==> src/sle_pkg.sv <==
package sle_pkg;

    localparam int SLE_QUEUE_DEPTH = 2;

    localparam logic [7:0] CH_QUOTE   = 8'h22;
    localparam logic [7:0] CH_BSLASH  = 8'h5C;
    localparam logic [7:0] CH_DOLLAR  = 8'h24;
    localparam logic [7:0] CH_AT      = 8'h40;
    localparam logic [7:0] CH_HASH    = 8'h23;
    localparam logic [7:0] CH_LBRACE  = 8'h7B;
    localparam logic [7:0] CH_UNDER   = 8'h5F;
    localparam logic [7:0] CH_X       = 8'h78;
    localparam logic [7:0] BYTE_LF    = 8'h0A;
    localparam logic [7:0] BYTE_TAB   = 8'h09;
    localparam logic [7:0] BYTE_CR    = 8'h0D;
    localparam logic [7:0] BYTE_VT    = 8'h0B;
    localparam logic [7:0] BYTE_FF    = 8'h0C;
    localparam logic [7:0] BYTE_ESC   = 8'h1B;
    localparam logic [7:0] BYTE_DEL   = 8'h7F;
    localparam logic [7:0] CTRL_LIMIT = 8'h20;

    typedef struct packed {
        logic [7:0] data_byte;
        logic       first_of_string;
        logic       last_of_string;
        logic       empty_string;
    } t_in_item;

    typedef struct packed {
        logic [7:0] out_char;
        logic       run_last;
        logic       literal_end;
    } t_out_item;

    typedef enum logic [1:0] {
        ESC_PLAIN,
        ESC_NAMED,
        ESC_HEX
    } t_esc_cls;

    typedef enum logic [1:0] {
        SEG_HEAD,
        SEG_TAIL,
        SEG_CLOSE
    } t_seg;

    typedef struct packed {
        t_esc_cls   cls;
        logic [7:0] ch;
    } t_esc;

    typedef struct packed {
        logic       a_valid;
        t_esc       a;
        logic       b_valid;
        t_esc       b;
        logic       c_valid;
    } t_job;

    typedef struct packed {
        logic valid;
        t_job job;
    } t_job_slot;

    function automatic logic is_ident_start(input logic [7:0] c);
        return (c >= 8'h41 && c <= 8'h5A) || (c >= 8'h61 && c <= 8'h7A) || (c == CH_UNDER);
    endfunction

    function automatic logic [7:0] hex_digit(input logic [3:0] d);
        return (d < 4'd10) ? (8'h30 + {4'h0, d}) : (8'h37 + {4'h0, d});
    endfunction

    function automatic t_esc classify(input logic [7:0] c, input logic [7:0] nxt);
        t_esc e;
        e.cls = ESC_NAMED;
        e.ch  = c;
        case (c)
            BYTE_LF:   e.ch = 8'h6E;
            BYTE_TAB:  e.ch = 8'h74;
            BYTE_CR:   e.ch = 8'h72;
            BYTE_VT:   e.ch = 8'h76;
            BYTE_FF:   e.ch = 8'h66;
            BYTE_ESC:  e.ch = 8'h65;
            CH_BSLASH: e.ch = CH_BSLASH;
            CH_QUOTE:  e.ch = CH_QUOTE;
            CH_DOLLAR: begin
                if (!is_ident_start(nxt)) begin
                    e.cls = ESC_PLAIN;
                end
            end
            CH_LBRACE: begin
                if (!(nxt == CH_DOLLAR || nxt == CH_AT || nxt == CH_HASH)) begin
                    e.cls = ESC_PLAIN;
                end
            end
            default: begin
                e.cls = (c < CTRL_LIMIT || c == BYTE_DEL) ? ESC_HEX : ESC_PLAIN;
            end
        endcase
        return e;
    endfunction

endpackage

==> src/sle_front.sv <==
module sle_front
    import sle_pkg::*;
(
    input  logic      i_clk,
    input  logic      i_rst_n,
    input  logic      i_in_valid,
    output logic      o_in_stall,
    input  t_in_item  i_in,
    input  logic      i_q_full,
    output t_job_slot o_push
);

    logic [7:0] r_held_byte;
    logic       r_held_valid;
    logic [7:0] n_held_byte;
    logic       n_held_valid;
    logic       accept;
    t_job       job;

    assign o_in_stall = i_q_full;
    assign accept     = i_in_valid && !i_q_full;

    always_comb begin
        job          = '0;
        n_held_byte  = r_held_byte;
        n_held_valid = r_held_valid;
        if (i_in.empty_string) begin
            job.a_valid  = 1'b1;
            job.a        = '{cls: ESC_PLAIN, ch: CH_QUOTE};
            job.c_valid  = 1'b1;
            n_held_byte  = '0;
            n_held_valid = 1'b0;
        end else begin
            if (i_in.first_of_string) begin
                job.a_valid = 1'b1;
                job.a       = '{cls: ESC_PLAIN, ch: CH_QUOTE};
            end else if (r_held_valid) begin
                job.a_valid = 1'b1;
                job.a       = classify(r_held_byte, i_in.data_byte);
            end
            if (i_in.last_of_string) begin
                job.b_valid  = 1'b1;
                job.b        = classify(i_in.data_byte, 8'h00);
                job.c_valid  = 1'b1;
                n_held_byte  = '0;
                n_held_valid = 1'b0;
            end else begin
                n_held_byte  = i_in.data_byte;
                n_held_valid = 1'b1;
            end
        end
    end

    always_comb begin
        o_push.job   = job;
        o_push.valid = accept && (job.a_valid || job.b_valid || job.c_valid);
    end

    always_ff @(posedge i_clk) begin
        if (!i_rst_n) begin
            r_held_valid <= 1'b0;
            r_held_byte  <= '0;
        end else if (accept) begin
            r_held_valid <= n_held_valid;
            r_held_byte  <= n_held_byte;
        end
    end

endmodule

==> src/sle_queue.sv <==
module sle_queue
    import sle_pkg::*;
#(
    parameter int DEPTH = SLE_QUEUE_DEPTH
) (
    input  logic      i_clk,
    input  logic      i_rst_n,
    input  t_job_slot i_push,
    output logic      o_full,
    output t_job_slot o_head,
    input  logic      i_pop
);

    localparam int PTR_W = (DEPTH > 1) ? $clog2(DEPTH) : 1;
    localparam int CNT_W = $clog2(DEPTH + 1);

    t_job             r_mem [DEPTH];
    logic [PTR_W-1:0] r_wr_ptr;
    logic [PTR_W-1:0] r_rd_ptr;
    logic [CNT_W-1:0] r_count;
    logic             do_push;
    logic             do_pop;

    assign o_full     = (r_count == CNT_W'(DEPTH));
    assign do_push    = i_push.valid && !o_full;
    assign do_pop     = i_pop && (r_count != '0);
    assign o_head.valid = (r_count != '0);
    assign o_head.job   = r_mem[r_rd_ptr];

    always_ff @(posedge i_clk) begin
        if (do_push) begin
            r_mem[r_wr_ptr] <= i_push.job;
        end
    end

    always_ff @(posedge i_clk) begin
        if (!i_rst_n) begin
            r_wr_ptr <= '0;
            r_rd_ptr <= '0;
            r_count  <= '0;
        end else begin
            if (do_push) begin
                r_wr_ptr <= (r_wr_ptr == PTR_W'(DEPTH - 1)) ? '0 : r_wr_ptr + 1'b1;
            end
            if (do_pop) begin
                r_rd_ptr <= (r_rd_ptr == PTR_W'(DEPTH - 1)) ? '0 : r_rd_ptr + 1'b1;
            end
            case ({do_push, do_pop})
                2'b10:   r_count <= r_count + 1'b1;
                2'b01:   r_count <= r_count - 1'b1;
                default: r_count <= r_count;
            endcase
        end
    end

    a_count_bound: assert property (@(posedge i_clk) disable iff (!i_rst_n)
        r_count <= CNT_W'(DEPTH))
        else $error("queue count exceeds depth");

    a_push_slot_taken: assert property (@(posedge i_clk) disable iff (!i_rst_n)
        (do_push && !do_pop) |=> (r_count == $past(r_count) + 1'b1))
        else $error("queue push lost");

endmodule

==> src/sle_back.sv <==
module sle_back
    import sle_pkg::*;
(
    input  logic      i_clk,
    input  logic      i_rst_n,
    input  t_job_slot i_head,
    output logic      o_pop,
    output logic      o_out_valid,
    input  logic      i_out_stall,
    output t_out_item o_out
);

    t_seg       r_seg;
    logic [1:0] r_idx;
    t_seg       n_seg;
    logic [1:0] n_idx;
    logic       r_out_valid;
    t_out_item  r_out;
    t_out_item  n_out;
    logic       advance;
    logic       emit;
    logic [2:0] seg_v;
    t_seg       eff_seg;
    t_esc       cur;
    logic       is_close;
    logic [1:0] last_idx;
    logic       seg_end;
    logic       more;

    assign advance = !r_out_valid || !i_out_stall;
    assign emit    = advance && i_head.valid;
    assign seg_v   = {i_head.job.c_valid, i_head.job.b_valid, i_head.job.a_valid};

    always_comb begin
        if (r_seg == SEG_HEAD && seg_v[0]) begin
            eff_seg = SEG_HEAD;
        end else if (r_seg != SEG_CLOSE && seg_v[1]) begin
            eff_seg = SEG_TAIL;
        end else begin
            eff_seg = SEG_CLOSE;
        end
        is_close = 1'b0;
        case (eff_seg)
            SEG_HEAD: begin
                cur  = i_head.job.a;
                more = seg_v[1] || seg_v[2];
            end
            SEG_TAIL: begin
                cur  = i_head.job.b;
                more = seg_v[2];
            end
            default: begin
                cur      = '{cls: ESC_PLAIN, ch: CH_QUOTE};
                more     = 1'b0;
                is_close = 1'b1;
            end
        endcase
        case (cur.cls)
            ESC_NAMED: last_idx = 2'd1;
            ESC_HEX:   last_idx = 2'd3;
            default:   last_idx = 2'd0;
        endcase
        seg_end = (r_idx == last_idx);
    end

    always_comb begin
        n_out.run_last    = seg_end && !more;
        n_out.literal_end = is_close;
        case (cur.cls)
            ESC_NAMED: n_out.out_char = (r_idx == 2'd0) ? CH_BSLASH : cur.ch;
            ESC_HEX: begin
                case (r_idx)
                    2'd0:    n_out.out_char = CH_BSLASH;
                    2'd1:    n_out.out_char = CH_X;
                    2'd2:    n_out.out_char = hex_digit(cur.ch[7:4]);
                    default: n_out.out_char = hex_digit(cur.ch[3:0]);
                endcase
            end
            default: n_out.out_char = cur.ch;
        endcase
    end

    always_comb begin
        n_seg = r_seg;
        n_idx = r_idx;
        if (emit) begin
            if (!seg_end) begin
                n_seg = eff_seg;
                n_idx = r_idx + 1'b1;
            end else if (more) begin
                n_seg = (eff_seg == SEG_HEAD) ? SEG_TAIL : SEG_CLOSE;
                n_idx = 2'd0;
            end else begin
                n_seg = SEG_HEAD;
                n_idx = 2'd0;
            end
        end
    end

    assign o_pop       = emit && seg_end && !more;
    assign o_out_valid = r_out_valid;
    assign o_out       = r_out;

    always_ff @(posedge i_clk) begin
        if (!i_rst_n) begin
            r_seg       <= SEG_HEAD;
            r_idx       <= 2'd0;
            r_out_valid <= 1'b0;
        end else begin
            r_seg <= n_seg;
            r_idx <= n_idx;
            if (advance) begin
                r_out_valid <= i_head.valid;
            end
        end
    end

    always_ff @(posedge i_clk) begin
        if (emit) begin
            r_out <= n_out;
        end
    end

    a_end_is_last: assert property (@(posedge i_clk) disable iff (!i_rst_n)
        (r_out_valid && r_out.literal_end) |-> (r_out.run_last && r_out.out_char == CH_QUOTE))
        else $error("closing quote not marked as last of its item");

    a_pop_resets_pos: assert property (@(posedge i_clk) disable iff (!i_rst_n)
        o_pop |=> (r_seg == SEG_HEAD && r_idx == 2'd0))
        else $error("position not cleared after job done");

endmodule

==> src/string_literal_escaper.sv <==
// The first character of an accepted item goes through the queue entry written at
// the accepting edge, then through the output register.
// Throughput: one item per cycle while each item yields at most one character and
// the output is not stalled; an item yielding more characters holds the back end
// until its last one is out, and the input stalls once the QUEUE_DEPTH-entry
// queue fills. Synchronous active-low reset clears held byte, queue, output valid.
module string_literal_escaper
    import sle_pkg::*;
#(
    parameter int QUEUE_DEPTH = SLE_QUEUE_DEPTH
) (
    input  logic      i_clk,
    input  logic      i_rst_n,
    input  logic      i_in_valid,
    output logic      o_in_stall,
    input  t_in_item  i_in,
    output logic      o_out_valid,
    input  logic      i_out_stall,
    output t_out_item o_out
);

    t_job_slot push;
    t_job_slot head;
    logic      q_full;
    logic      pop;

    sle_front u_front (
        .i_clk      (i_clk),
        .i_rst_n    (i_rst_n),
        .i_in_valid (i_in_valid),
        .o_in_stall (o_in_stall),
        .i_in       (i_in),
        .i_q_full   (q_full),
        .o_push     (push)
    );

    sle_queue #(
        .DEPTH (QUEUE_DEPTH)
    ) u_queue (
        .i_clk   (i_clk),
        .i_rst_n (i_rst_n),
        .i_push  (push),
        .o_full  (q_full),
        .o_head  (head),
        .i_pop   (pop)
    );

    sle_back u_back (
        .i_clk       (i_clk),
        .i_rst_n     (i_rst_n),
        .i_head      (head),
        .o_pop       (pop),
        .o_out_valid (o_out_valid),
        .i_out_stall (i_out_stall),
        .o_out       (o_out)
    );

endmodule

==> config.mk <==
export PLATFORM = sky130hd
export DESIGN_NAME = string_literal_escaper
export DESIGN_NICKNAME = d
export VERILOG_FILES = /design/src/sle_pkg.sv /design/src/sle_front.sv /design/src/sle_queue.sv /design/src/sle_back.sv /design/src/string_literal_escaper.sv
export SDC_FILE = /design/constraint.sdc
export NUM_CORES = 1
export LEC_CHECK = 0
export BUFFER_PORTS_ARGS = -buffer_cell sky130_fd_sc_hd__buf_2
export CAP_MARGIN = 30
export CORE_MARGIN = 3
export CORE_UTILIZATION = 35
export CTS_BUF_LIST = sky130_fd_sc_hd__clkbuf_4 sky130_fd_sc_hd__clkbuf_8
export CTS_CLUSTER_SIZE = 25
export DETAILED_ROUTE_END_ITERATION = 8
export MAX_ROUTING_LAYER = met4
export PLACE_DENSITY_LB_ADDON = 0.1
export RECOVER_POWER = 25
export SYNTH_ARGS = -nofsm -noshare
export SYNTH_HDL_FRONTEND = slang
export SYNTH_HIERARCHICAL = 1
export SYNTH_SLANG_ARGS = --single-unit
==> constraint.sdc <==
create_clock -name i_clk -period 5.55 [get_ports i_clk]
set_input_delay 0.555 -clock i_clk [delete_from_list [all_inputs] [get_ports i_clk]]
set_output_delay 0.555 -clock i_clk [all_outputs]
set_load 0.03 [all_outputs]
# Word-level counts from Yosys, hierarchy flattened
# Memory sizes are Yosys's and may differ from the RTL's. A register that Yosys moved wholly into a read port is not among the register bits.
# Cells that the tools add are included.
# W data, S select, Z words.
dict set report totals {
  reg_bits 28
  latchBits 0
  ram_bits 46
  mem_bits_ro 0
  input_bits 15
  out_inout_bits 12
  word_cells 139
  mem_count 1
}
# memory depth word_bits read_ports rd_clocked_by_memory_dff write_ports line
set mem_list {}
lappend mem_list {u_queue.r_mem 2 23 1 1 1 sle_queue.sv:17} ;# t_job r_mem [DEPTH];
dict set report op_classes {
  addsub 9
  multipliers 0
  n_div 0
  n_lt_le_gt_ge 8
  n_eq_ne 35
  shift 0
  muxes 40
  bitwise 0
  reduce_logical 35
}
# op count
set ops {}
lappend ops {{$pmux W8 S8} 2}
lappend ops {{$eq A8 B4 Y1 const B} 10}
lappend ops {{$eq A8 B7 Y1 const B} 8}
lappend ops {{$mux W11} 4}
lappend ops {{$eq A8 B6 Y1 const B} 5}
lappend ops {{$mux W8} 5}
lappend ops {{$add A6 B4 Y7 const A} 4}
lappend ops {{$pmux W8 S3} 1}
lappend ops {{$pmux W10 S2} 1}
lappend ops {{$eq A8 B5 Y1 const B} 2}
lappend ops {{$ge A8 B7 Y1 const B} 2}
lappend ops {{$le A8 B7 Y1 const B} 2}
lappend ops {{$lt A8 B6 Y1 const B} 2}
lappend ops {{$mux W2} 8}
lappend ops {{$pmux W8 S2} 1}
lappend ops {{$reduce_or A8 Y1} 2}
lappend ops {{$logic_and A1 B1 Y1} 12}
lappend ops {{$mux W1} 12}
lappend ops {{$mux W12} 1}
lappend ops {{$pmux W2 S2} 3}
lappend ops {{$logic_or A1 B1 Y1} 10}
lappend ops {{$eq A2 B1 Y1 const B} 4}
lappend ops {{$eq A2 B2 Y1 const B} 4}
lappend ops {{$lt A4 B4 Y1 const B} 2}
lappend ops {{other kinds (11)} 20}

# Depth between registers and ports, before layout
# Gate-level depths: netlist of run 1.
dict set report depth {
  word_depth 15
  ltp_mapped 20
}

# Hierarchy
# Netlist of run 1, hierarchy kept.
# mod instances cells_each area_per_inst_um2 seq_area_each_um2
set by_module_without_submodules {}
lappend by_module_without_submodules {sle_queue 1 97 1889.3 1481.4}
lappend by_module_without_submodules {sle_back 1 181 1478.9 400.4}
lappend by_module_without_submodules {sle_front 1 170 1191.1 180.2}

# Worst setup path before layout of run 1
# No wires, ideal clock.
dict set report synth_path {
  kind {flip-flop to flip-flop}
  start {register with a tool-made name}
  end {register u_queue.r_count[1]}
  arrival_ns 3.896
  slack_ns 1.584
  path_stages_with_launch 20
  cell_sequence {dfxtp_1 buf_2 mux2_2 buf_2 clkbuf_1 clkbuf_1 nand2_1 nor2_1 a21oi_1 nor2_1 a31o_2 ha_1 xor2_1 nand2_1 a311oi_1 and2_1 o21a_1 ha_1 or3_1 a21boi_1}
}
# element line
set synth_lines {}
lappend synth_lines {{to (signal assigned)} sle_queue.sv:49} ;# 2'b10: r_count <= r_count + 1'b1;
lappend synth_lines {{to (signal assigned)} sle_queue.sv:50} ;# 2'b01: r_count <= r_count - 1'b1;
lappend synth_lines {{to (signal assigned)} sle_queue.sv:51} ;# default: r_count <= r_count;
lappend synth_lines {{to (decl)} sle_queue.sv:20} ;# logic [CNT_W-1:0] r_count;

==> impl_metrics.json, run 1 <==
{
  "outcome": "complete, no violations",
  "wl_per_cell_um": 17.52,
  "synth_top_cell_by_area": "edfxtp_1",
  "grt_use_total_pct": 16.51,
  "slew_headroom_pct": 39.01,
  "finClkSkew_ps": 11.79,
  "cp-end-kind": "flip-flop",
  "die_h_um": 120.1,
  "grt_max_degree": 29,
  "hold_violations": 0,
  "num-nets-final": 484,
  "p_per_area_nw_per_um2": 419.1,
  "fp.dieW_um": 120.1,
  "fillers": 1281,
  "power_leakage_uw": 0.001661,
  "grt_pass1_vias": 3403,
  "area_growth_pct": 9.577,
  "synth_fp_nets": 472,
  "slew_viol_final": 0,
  "synth.cell_area_um2": 4559,
  "drtIter0Drc": 257,
  "fin_cells": 637,
  "muxShareOfSynthArea_pct": 5.900,
  "row_count": 41,
  "antennaDiodeCount": 0,
  "initial_utilization_pct": 35.98,
  "synthSimpleGateAreaFrac_pct": 21.84,
  "vias": 3569,
  "drive_gt1_share_pct": 15.27,
  "grt_pass1_wl_um": 18070,
  "numPlacedInstances": 621,
  "rsz0062_at_grt": "no",
  "cpMaxStageDelayCell": "dfxtp_1",
  "viasPerCell": 5.603,
  "coreArea_um2": 12670,
  "async_flop_share_pct": 0,
  "fin_crit_sh_pct": 73.23,
  "critPathLaunchType": "flip-flop",
  "synth_top_family_by_area": "simple AND/OR/NAND/NOR gates",
  "clock_sinks": 75,
  "drc": 0,
  "cp_cell_sequence": "mux2_2, nor2b_1, a21oi_1, nor2_1, a31o_2, ha_1, xor2_1, nand2_1, a311oi_1, and2_1, o21a_1, ha_1, or3_1, a21boi_1",
  "cp_common_cell": "ha_1",
  "cts.clk_slew.worst_paths_ps": 70,
  "synth-xor-area-share_pct": 1.537,
  "tightest_slew_ps": 907.9,
  "worstSetupPathType": "reg2reg",
  "synth_top_area_share_pct": 36.88,
  "synth-edff-count": 56,
  "fmax_ghz": 0.2461,
  "hold_buffers": 0,
  "hpwl_um": 7951,
  "overflow": 0,
  "final-setup-viol-count": 0,
  "ys.flop_type": "edfxtp_1",
  "yosys_register_bits": 75,
  "syn_area_per_cell_um2": 10.18,
  "synth-adder-area-share_pct": 2.689,
  "clockBufferDepth": 2,
  "post-route-min-period_ps": 4064,
  "ys_top_cells_by_area": "edfxtp_1 37%, dfxtp_1 8.3%, mux2_2 5.7%, nor2b_1 2.6%, a21oi_1 2.5%",
  "worstHoldPathType": "in2reg",
  "dieArea_um2": 14430,
  "layout_commonest_cell": "edfxtp_1",
  "clockRootBuffer": "clkbuf_8",
  "drt-total-wl_um": 11160,
  "p_total_uw": 2094,
  "synth_compound_area_share_pct": 18.30,
  "insertion_delay_ps": 360,
  "post_cts_buffers": 0,
  "ys_warn_count": 6,
  "layout_common_cells": "56 x edfxtp_1, 29 x nand2_1, 26 x nor2_1",
  "drv_cap": 0,
  "pin_count": 27,
  "crit_required_ps": 5840,
  "htreeDepth": 3,
  "ant_nets": 0,
  "ctsResizeCount": 0,
  "antenna_found_initial": 0,
  "cts_tree": "yes",
  "ys_types": 79,
  "critPathMaxStageDelay_ps": 540,
  "cp.arrival_ps": 4350,
  "setup_tns_ps": 0,
  "port_buffers": 26,
  "gp_congestion": 0.8546,
  "numCtsBuffers": 9,
  "ir_drop_v": 0.0001611,
  "synthCells": 448,
  "path_max_fanout": 16,
  "dr.pass1.iters": 5,
  "yosysSeqAreaShare_pct": 45.23
}
## layout make-up
type / instances / area, um2 / share of cell area, %
flip-flops and latches: 75 / 2062 / 41.27
clock buffers: 10 / 131.4 / 2.630
inverters: 19 / 71.32 / 1.427
clock inverters: 6 / 56.30 / 1.127
multi-input cells: 326 / 2286 / 45.76
repair buffers: 29 / 173.9 / 3.481
well taps: 172 / 215.2 / 4.308
## metrics by stage
step	hold WS [ps]	worst slack [ps]	area, um2	util [%]
3_3_place_gp	467.2	1658	4778	37.71
6_report	461.6	1486	4996	39.43
4_1_cts	441.5	1505	5021	39.63
2_1_floorplan	457.0	1584	4559	-
3_5_place_dp	481.9	1542	4833	38.15
5_1_grt	517.3	1137	4996	39.43
## metal layers
layer	wire length [um]	global-route usage, %	up-vias
met4	188	5.941	0
met3	458	3.299	16
met5	0	-	-
met1	5408	22.52	1746
met2	5105	24.52	72
li1	-	-	1735
## state kept, by name, summed over array words and instances, names as in the netlist, named ones only
signal	flops
u_queue/r_mem	46
u_queue/r_wr_ptr	1
u_back/o_out_valid	1
u_front/r_held_valid	1
u_front/r_held_byte	8
u_back/r_idx	2
u_queue/r_rd_ptr	1
u_back/r_seg	2
u_back/o_out	10
u_queue/r_count	2
## cell usage after synthesis, types with 7 or more instances
cell type / number
nand3b_1: 9
nor2b_1: 19
clkbuf_1: 16
buf_2: 8
a22oi_1: 8
o21ai_0: 19
nor2_1: 26
ha_1: 9
a21oi_1: 23
dfxtp_1: 19
inv_1: 18
mux2_2: 23
nand3_1: 14
edfxtp_1: 56
nand2_1: 29
nand2b_1: 8
a31oi_1: 7
## path summary, 6_finish.rpt
kind / start / to / slack (ps) / cells past startpoint
hold reg to reg: u_queue/r_wr_ptr / u_queue/r_wr_ptr / 490 / 2
hold / removal: i_out_stall / u_back/o_out_valid / 460 / 3
setup reg to reg: flip-flop / u_queue/r_count[1] / 1490 / 14
setup / recovery: flip-flop / u_queue/r_count[1] / 1490 / 14
## where the power goes
part	total (uW)	switching, uW	internal [uW]
registers	811	69.2	742
clock network	412	204	209
logic	871	547	323
total	2090	820	1270
## cells by family (layout without fill, tap and decap cells)
group           Yosys count  in the layout
simple gates            169            169
compound gates          115            115
flops                    75             75
buf+inv                  47             64
mux                      24             24
fa+ha+maj                10             10
xor+xnor                  8              8
## worst max-delay path: cells and delay by family (launching register included)
kind | cells | cell delay, ps
AO/OA/AOI/OAI | 5 | 1060
AND/OR/NAND/NOR | 5 | 1010
adder cells (fa/ha/maj) | 2 | 660
flip-flops | 1 | 540
multiplexers | 1 | 510
XOR/XNOR | 1 | 200
Power figures use the tool's default switching activity.
==> run 2: changes to the inputs <==
--- a/config.mk
+++ b/config.mk
@@ -5,6 +5,7 @@
 export SDC_FILE = /design/constraint.sdc
 export NUM_CORES = 1
 export LEC_CHECK = 0
+export ABC_AREA = 1
 export BUFFER_PORTS_ARGS = -buffer_cell sky130_fd_sc_hd__buf_2
 export CAP_MARGIN = 30
 export CORE_MARGIN = 3
==> constraint.sdc (replaced) <==
create_clock -name i_clk -period 4.3 [get_ports i_clk]
set_input_delay 0.43 -clock i_clk [delete_from_list [all_inputs] [get_ports i_clk]]
set_output_delay 0.43 -clock i_clk [all_outputs]
set_load 0.03 [all_outputs]
==> impl_metrics.json, run 2 <==
{
  "outcome": "complete, no violations",
  "drt-total-wl_um": 10160,
  "initial_utilization_pct": 36.23,
  "synthCells": 560,
  "clockBufferDepth": 2,
  "clkPwrFrac_pct": 18.5,
  "rr_endpoint": "u_queue/r_count[1]",
  "antennaDiodeCount": 0,
  "ctsResizeCount": 0,
  "dieArea_um2": 14640,
  "ant_nets": 0,
  "setup_tns_ps": 0,
  "path_max_fanout": 16,
  "dr.pass1.iters": 4,
  "die_h_um": 121.0,
  "vias": 3646,
  "async_flop_share_pct": 0,
  "post-route-min-period_ps": 3585,
  "ys.flop_type": "edfxtp_1",
  "min-delay-start": "i_in[10]",
  "htreeDepth": 3,
  "ys_warn_count": 6,
  "p_int_uw": 1499,
  "cpMaxStageDelayCell": "dfxtp_1",
  "num-nets-final": 617,
  "numCtsBuffers": 9,
  "synth_fp_nets": 584,
  "yosys_register_bits": 75,
  "viasPerCell": 4.735,
  "finClkSkew_ps": 7.533,
  "hold_buffers": 0,
  "fp.dieW_um": 121.0,
  "final-setup-viol-count": 0,
  "row_count": 41,
  "synth.cell_area_um2": 4628,
  "cts.clk_slew.worst_paths_ps": 70,
  "ff2ff_path_depth": 18,
  "whs_ps": 332.0,
  "power_leakage_uw": 0.002178,
  "port_buffers": 26,
  "final_area_um2": 5067,
  "hold_violations": 0,
  "cp-end-kind": "flip-flop",
  "r2r_slack_ps": 720,
  "p_per_area_nw_per_um2": 498.8,
  "largest_register_ffs": 46,
  "area_growth_pct": 9.489,
  "cts_tree": "yes",
  "synth_top_cell_by_area": "edfxtp_1",
  "critPathMaxStageDelay_ps": 690,
  "combPwrFrac_pct": 41.8,
  "gp_congestion": 0.9041,
  "slew_headroom_pct": 36.93,
  "min_path_cells": 3,
  "drc": 0,
  "coreArea_um2": 12770,
  "ys_types": 41,
  "worstSetupPathType": "reg2reg",
  "wl_per_cell_um": 13.19,
  "insertion_delay_ps": 350,
  "synth_common_cells": "131 x nand2_1, 72 x inv_1, 66 x nor2_1",
  "syn_area_per_cell_um2": 8.265,
  "layout_common_cells": "132 x nand2_1, 73 x inv_1, 67 x nor2_1",
  "ir_drop_v": 0.0001540,
  "synth_top_area_share_pct": 36.33,
  "post_cts_buffers": 0,
  "overflow": 0,
  "drive_gt1_share_pct": 19.73,
  "fmax_ghz": 0.2789,
  "synth-edff-count": 56,
  "cp.arrival_ps": 3870,
  "grt_pass1_wl_um": 17090,
  "drtIter0Drc": 195,
  "yosysSeqAreaShare_pct": 44.55,
  "crit_required_ps": 4590,
  "ys_top_cells_by_area": "edfxtp_1 36%, nand2_1 11%, dfxtp_1 8.2%, inv_1 5.8%, mux2_2 5.6%",
  "min_to": "u_front/r_held_byte[7]",
  "yosysMostFrequentCell": "nand2_1",
  "switching_share_pct": 40.69,
  "grt_max_degree": 24,
  "fin_util_pct": 39.67,
  "hpwl_um": 7879,
  "p_total_uw": 2528,
  "clockRootBuffer": "clkbuf_8",
  "grt_use_total_pct": 15.13,
  "rsz0062_at_grt": "no",
  "antenna_found_initial": 0,
  "placed_area_um2": 4941,
  "layout_commonest_cell": "nand2_1",
  "seqPwrFrac_pct": 39.7,
  "grt_pass1_vias": 3591,
  "largest_register": "u_queue/r_mem",
  "tightest_slew_ps": 945.0,
  "cp_cell_sequence": "mux2_2, nand2_4, nand2_1, o22ai_1, inv_1, ha_1, xor2_1, nand2_1, inv_1, nand2_1, nor2_1, o21a_1, ha_1, inv_1, nand2_1, nor2_1, nor2_1, nor2_1",
  "clock_sinks": 75,
  "critPathLaunchType": "flip-flop",
  "drv_cap": 0,
  "fin_crit_sh_pct": 83.37,
  "worstHoldPathType": "in2reg",
  "slew_viol_final": 0,
  "p_sw_uw": 1029,
  "pin_count": 27
}
run 2: changes by cell type in the layout (fill, tap and decap cells not counted), moves of 11 or more:
cell     delta
nand3_1    +26
nor2b_1    -19
nor2_2     +11
nor2_1     +41
inv_1      +55
inv_2      +11
nand2_2    +22
nand2_1   +103
run 2: cell type report:
class	count	area, um2
fillers	1331	7706
multi-input cells	392	2170
flip-flops and latches	75	2062
inverters	87	326.6
well taps	172	215.2
clock buffers	12	146.4
repair buffers	28	127.6
clock inverters	4	20.02
run 2: worst max path at each step:
| stage | endpoint | slack [ps] | cells after the start |
|---|---|---|---|
| floorplan | u_queue/r_count[1] | 1150 | 20 |
| global placement | u_queue/r_count[1] | 810 | 18 |
| finish | u_queue/r_count[1] | 720 | 18 |
| CTS | u_queue/r_count[1] | 700 | 18 |
| detailed placement | u_queue/r_count[1] | 720 | 18 |
| global route | u_queue/r_count[1] | 300 | 19 |
run 2: kinds of logic after synthesis:
kind of cell	share of synthesized area [%]
and+or+nand+nor	31.66
xor gates and xnor gates	0.3785
adders and majority gates	2.433
buffers and inverters	8.137
AOI/OAI and AO/OA	7.245
muxes	5.596
DFF	44.55
run 2: routing by layer:
metal  routed length, um  part of all wire [%]  track usage (%)  vias to the layer above
met4                 136                   1.3            5.807                        0
met2                4826                    48            24.94                       75
met5                   0                     0                -                        -
met3                 390                   3.8            2.937                       10
li1                    -                     -                -                     1895
met1                4801                    47            18.40                     1666
run 2: per-stage QoR:
step	setup WS, ps	cells
2_1_floorplan	1145	560
3_3_place_gp	806.7	754
3_5_place_dp	720.8	754
4_1_cts	697.8	770
5_1_grt	296.7	770
6_report	715.1	770
run 2: power by group through the flow:
stage	Combinational [uW]	Clock, uW	Sequential (uW)
after floorplan	748	0	1110
final	1060	469	1000
after global routing	1200	523	1020
after detailed placement	1080	0	1020
after CTS	1090	499	1000
after global placement	1080	0	1020
run 2: worst max-delay path, delay by kind of cell (launching register included):
family	cells	cell delay, ps
AO/OA/AOI/OAI	2	380
AND/OR/NAND/NOR	9	950
adder cells (fa/ha/maj)	2	650
multiplexers	1	420
buffers and inverters	3	270
flip-flops	1	690
XOR/XNOR	1	160
==> run 3: changes to the inputs <==
--- a/config.mk
+++ b/config.mk
@@ -5,7 +5,7 @@
 export SDC_FILE = /design/constraint.sdc
 export NUM_CORES = 1
 export LEC_CHECK = 0
-export ABC_AREA = 1
+export ABC_AREA = 0
 export BUFFER_PORTS_ARGS = -buffer_cell sky130_fd_sc_hd__buf_2
 export CAP_MARGIN = 30
 export CORE_MARGIN = 3
==> constraint.sdc (replaced) <==
create_clock -name i_clk -period 3.4 [get_ports i_clk]
set_input_delay 0.34 -clock i_clk [delete_from_list [all_inputs] [get_ports i_clk]]
set_output_delay 0.34 -clock i_clk [all_outputs]
set_load 0.03 [all_outputs]
==> impl_metrics.json, run 3 (same netlist as run 1, synthesis figures left out) <==
{
  "whs_ps": 237.9,
  "final-setup-viol-count": 0,
  "htreeDepth": 3,
  "rr_endpoint": "u_queue/r_count[1]",
  "r2r_slack_ps": 140,
  "port_buffers": 26,
  "dr.pass1.iters": 4,
  "fmax_ghz": 0.3071,
  "clock_sinks": 75,
  "fin_cells": 648,
  "numCtsBuffers": 9,
  "antenna_found_initial": 0,
  "gp_congestion": 0.8682,
  "cp.arrival_ps": 3560,
  "tightest_slew_ps": 776.3,
  "initial_utilization_pct": 35.98,
  "grt_use_total_pct": 16.22,
  "hold_violations": 0,
  "crit_required_ps": 3700,
  "grt_max_degree": 24,
  "path_max_fanout": 7,
  "drtIter0Drc": 298,
  "post-route-min-period_ps": 3257,
  "largest_register_ffs": 46,
  "drive_gt1_share_pct": 19.54,
  "top_usage_layer": "met2",
  "worstSetupPathType": "reg2reg",
  "num-nets-final": 495,
  "setup_tns_ps": 0,
  "overflow": 0,
  "grt_pass1_wl_um": 17840,
  "clockBufferDepth": 2,
  "p_per_area_nw_per_um2": 694.1,
  "gr-usage-met3_pct": 2.451,
  "cts_tree": "yes",
  "insertion_delay_ps": 360,
  "ff2ff_path_depth": 17,
  "largest_register": "u_queue/r_mem",
  "pin_count": 27,
  "power_leakage_uw": 0.001713,
  "grt_pass1_vias": 3362,
  "antennaDiodeCount": 0,
  "cp-end-kind": "flip-flop",
  "viasPerCell": 5.500,
  "fin_crit_sh_pct": 95.78,
  "use_met2_pct": 23.88,
  "final_area_um2": 5134,
  "groute.layer.met1.usage_pct": 22.43,
  "wl_per_cell_um": 16.95,
  "coreArea_um2": 12670,
  "drc": 0,
  "dieArea_um2": 14430,
  "die_h_um": 120.1,
  "fp.dieW_um": 120.1,
  "drt-total-wl_um": 10980,
  "drv_cap": 0,
  "slew_headroom_pct": 47.85,
  "min_to": "u_back/o_out_valid",
  "area_growth_pct": 12.60,
  "layout_common_cells": "56 x edfxtp_1, 27 x nand2_1, 26 x nor2_1",
  "finClkSkew_ps": 9.304,
  "row_count": 41,
  "ant_nets": 0,
  "fillers": 1267,
  "cts.clk_slew.worst_paths_ps": 80,
  "ir_drop_v": 0.0003156,
  "clockRootBuffer": "clkbuf_8",
  "placed_area_um2": 4937,
  "critPathLaunchType": "flip-flop",
  "numPlacedInstances": 631,
  "min-delay-start": "i_out_stall",
  "layout_commonest_cell": "edfxtp_1",
  "hpwl_um": 7812,
  "slew_viol_final": 0,
  "outcome": "complete, no violations",
  "vias": 3564,
  "worstHoldPathType": "in2reg",
  "min_path_cells": 3
}
[run 3: cell types whose count changed in the layout (fill, tap and decap cells not counted), moves of 7 or more]
cell / previous run / this run
nand3_2: 7 / 0
nand2b_1: 0 / 8
inv_1: 73 / 18
nand3b_1: 2 / 9
nor2_1: 67 / 26
nor2b_1: 0 / 19
nor2_2: 12 / 1
buf_4: 2 / 12
inv_2: 12 / 1
a22oi_1: 0 / 8
nand2_2: 22 / 2
nand3_1: 40 / 14
nand2_1: 132 / 27
[run 3: worst max-delay path, stage by stage (launching register included)]
cell,delay [ps]
dfxtp_4,370
buf_12,120
mux2_2,360
nand2_2,70
nor2_1,30
a21oi_1,130
nor2_1,80
a31o_2,240
ha_4,280
xor2_2,170
nand2_2,80
a311oi_2,270
and2_1,180
o21a_2,170
ha_4,140
xnor2_2,60
or3_1,340
a21boi_1,120
[run 3: final cells by class]
cell class	count	area, um2	share of cell area, %
clock buffers	9	123.9	2.413
clock inverters	7	75.07	1.462
inverters	19	71.32	1.389
multi-input cells	326	2356	45.89
flip-flops and latches	75	2066	40.24
well taps	172	215.2	4.192
repair buffers	40	226.5	4.411
[run 3: worst max-delay path by stage]
stage | start | endpoint | depth (start not counted)
finish | flip-flop | u_queue/r_count[1] | 17
global route | flip-flop | u_queue/r_count[1] | 17
CTS | flip-flop | u_queue/r_count[1] | 17
detailed placement | flip-flop | u_queue/r_count[1] | 17
global placement | flip-flop | u_queue/r_count[1] | 17
floorplan | flip-flop | u_queue/r_count[1] | 20
[run 3: power breakdown]
group	internal (uW)	leakage, uW	switching, uW	total (uW)
clock network	342	0.0000939	358	700
registers	1210	0.000684	79.1	1290
logic	615	0.000936	958	1570
total	2170	0.00171	1390	3560
[run 3: timing repair]
action / CTS / global route
resized for setup: 0 / 4
setup endpoints to repair: 0 / 1
buffers inserted: 0 / 1
hold buffers: 0 / 0
[run 3: stage by stage]
step | utilization, % | total power (uW) | worst slack (ps)
after floorplan | - | 2494 | -145.8
after global placement | 38.97 | 2885 | 173.3
after detailed placement | 38.97 | 2890 | 132.2
after CTS | 40.54 | 3599 | 94.07
after global routing | 40.52 | 3823 | -39.26
final | 40.52 | 3563 | 143.5
[run 3: routing by layer]
layer / wire length [um] / up-vias
met5: 0 / -
met4: 176 / 0
met3: 358 / 15
met2: 5104 / 68
met1: 5343 / 1733
li1: - / 1748
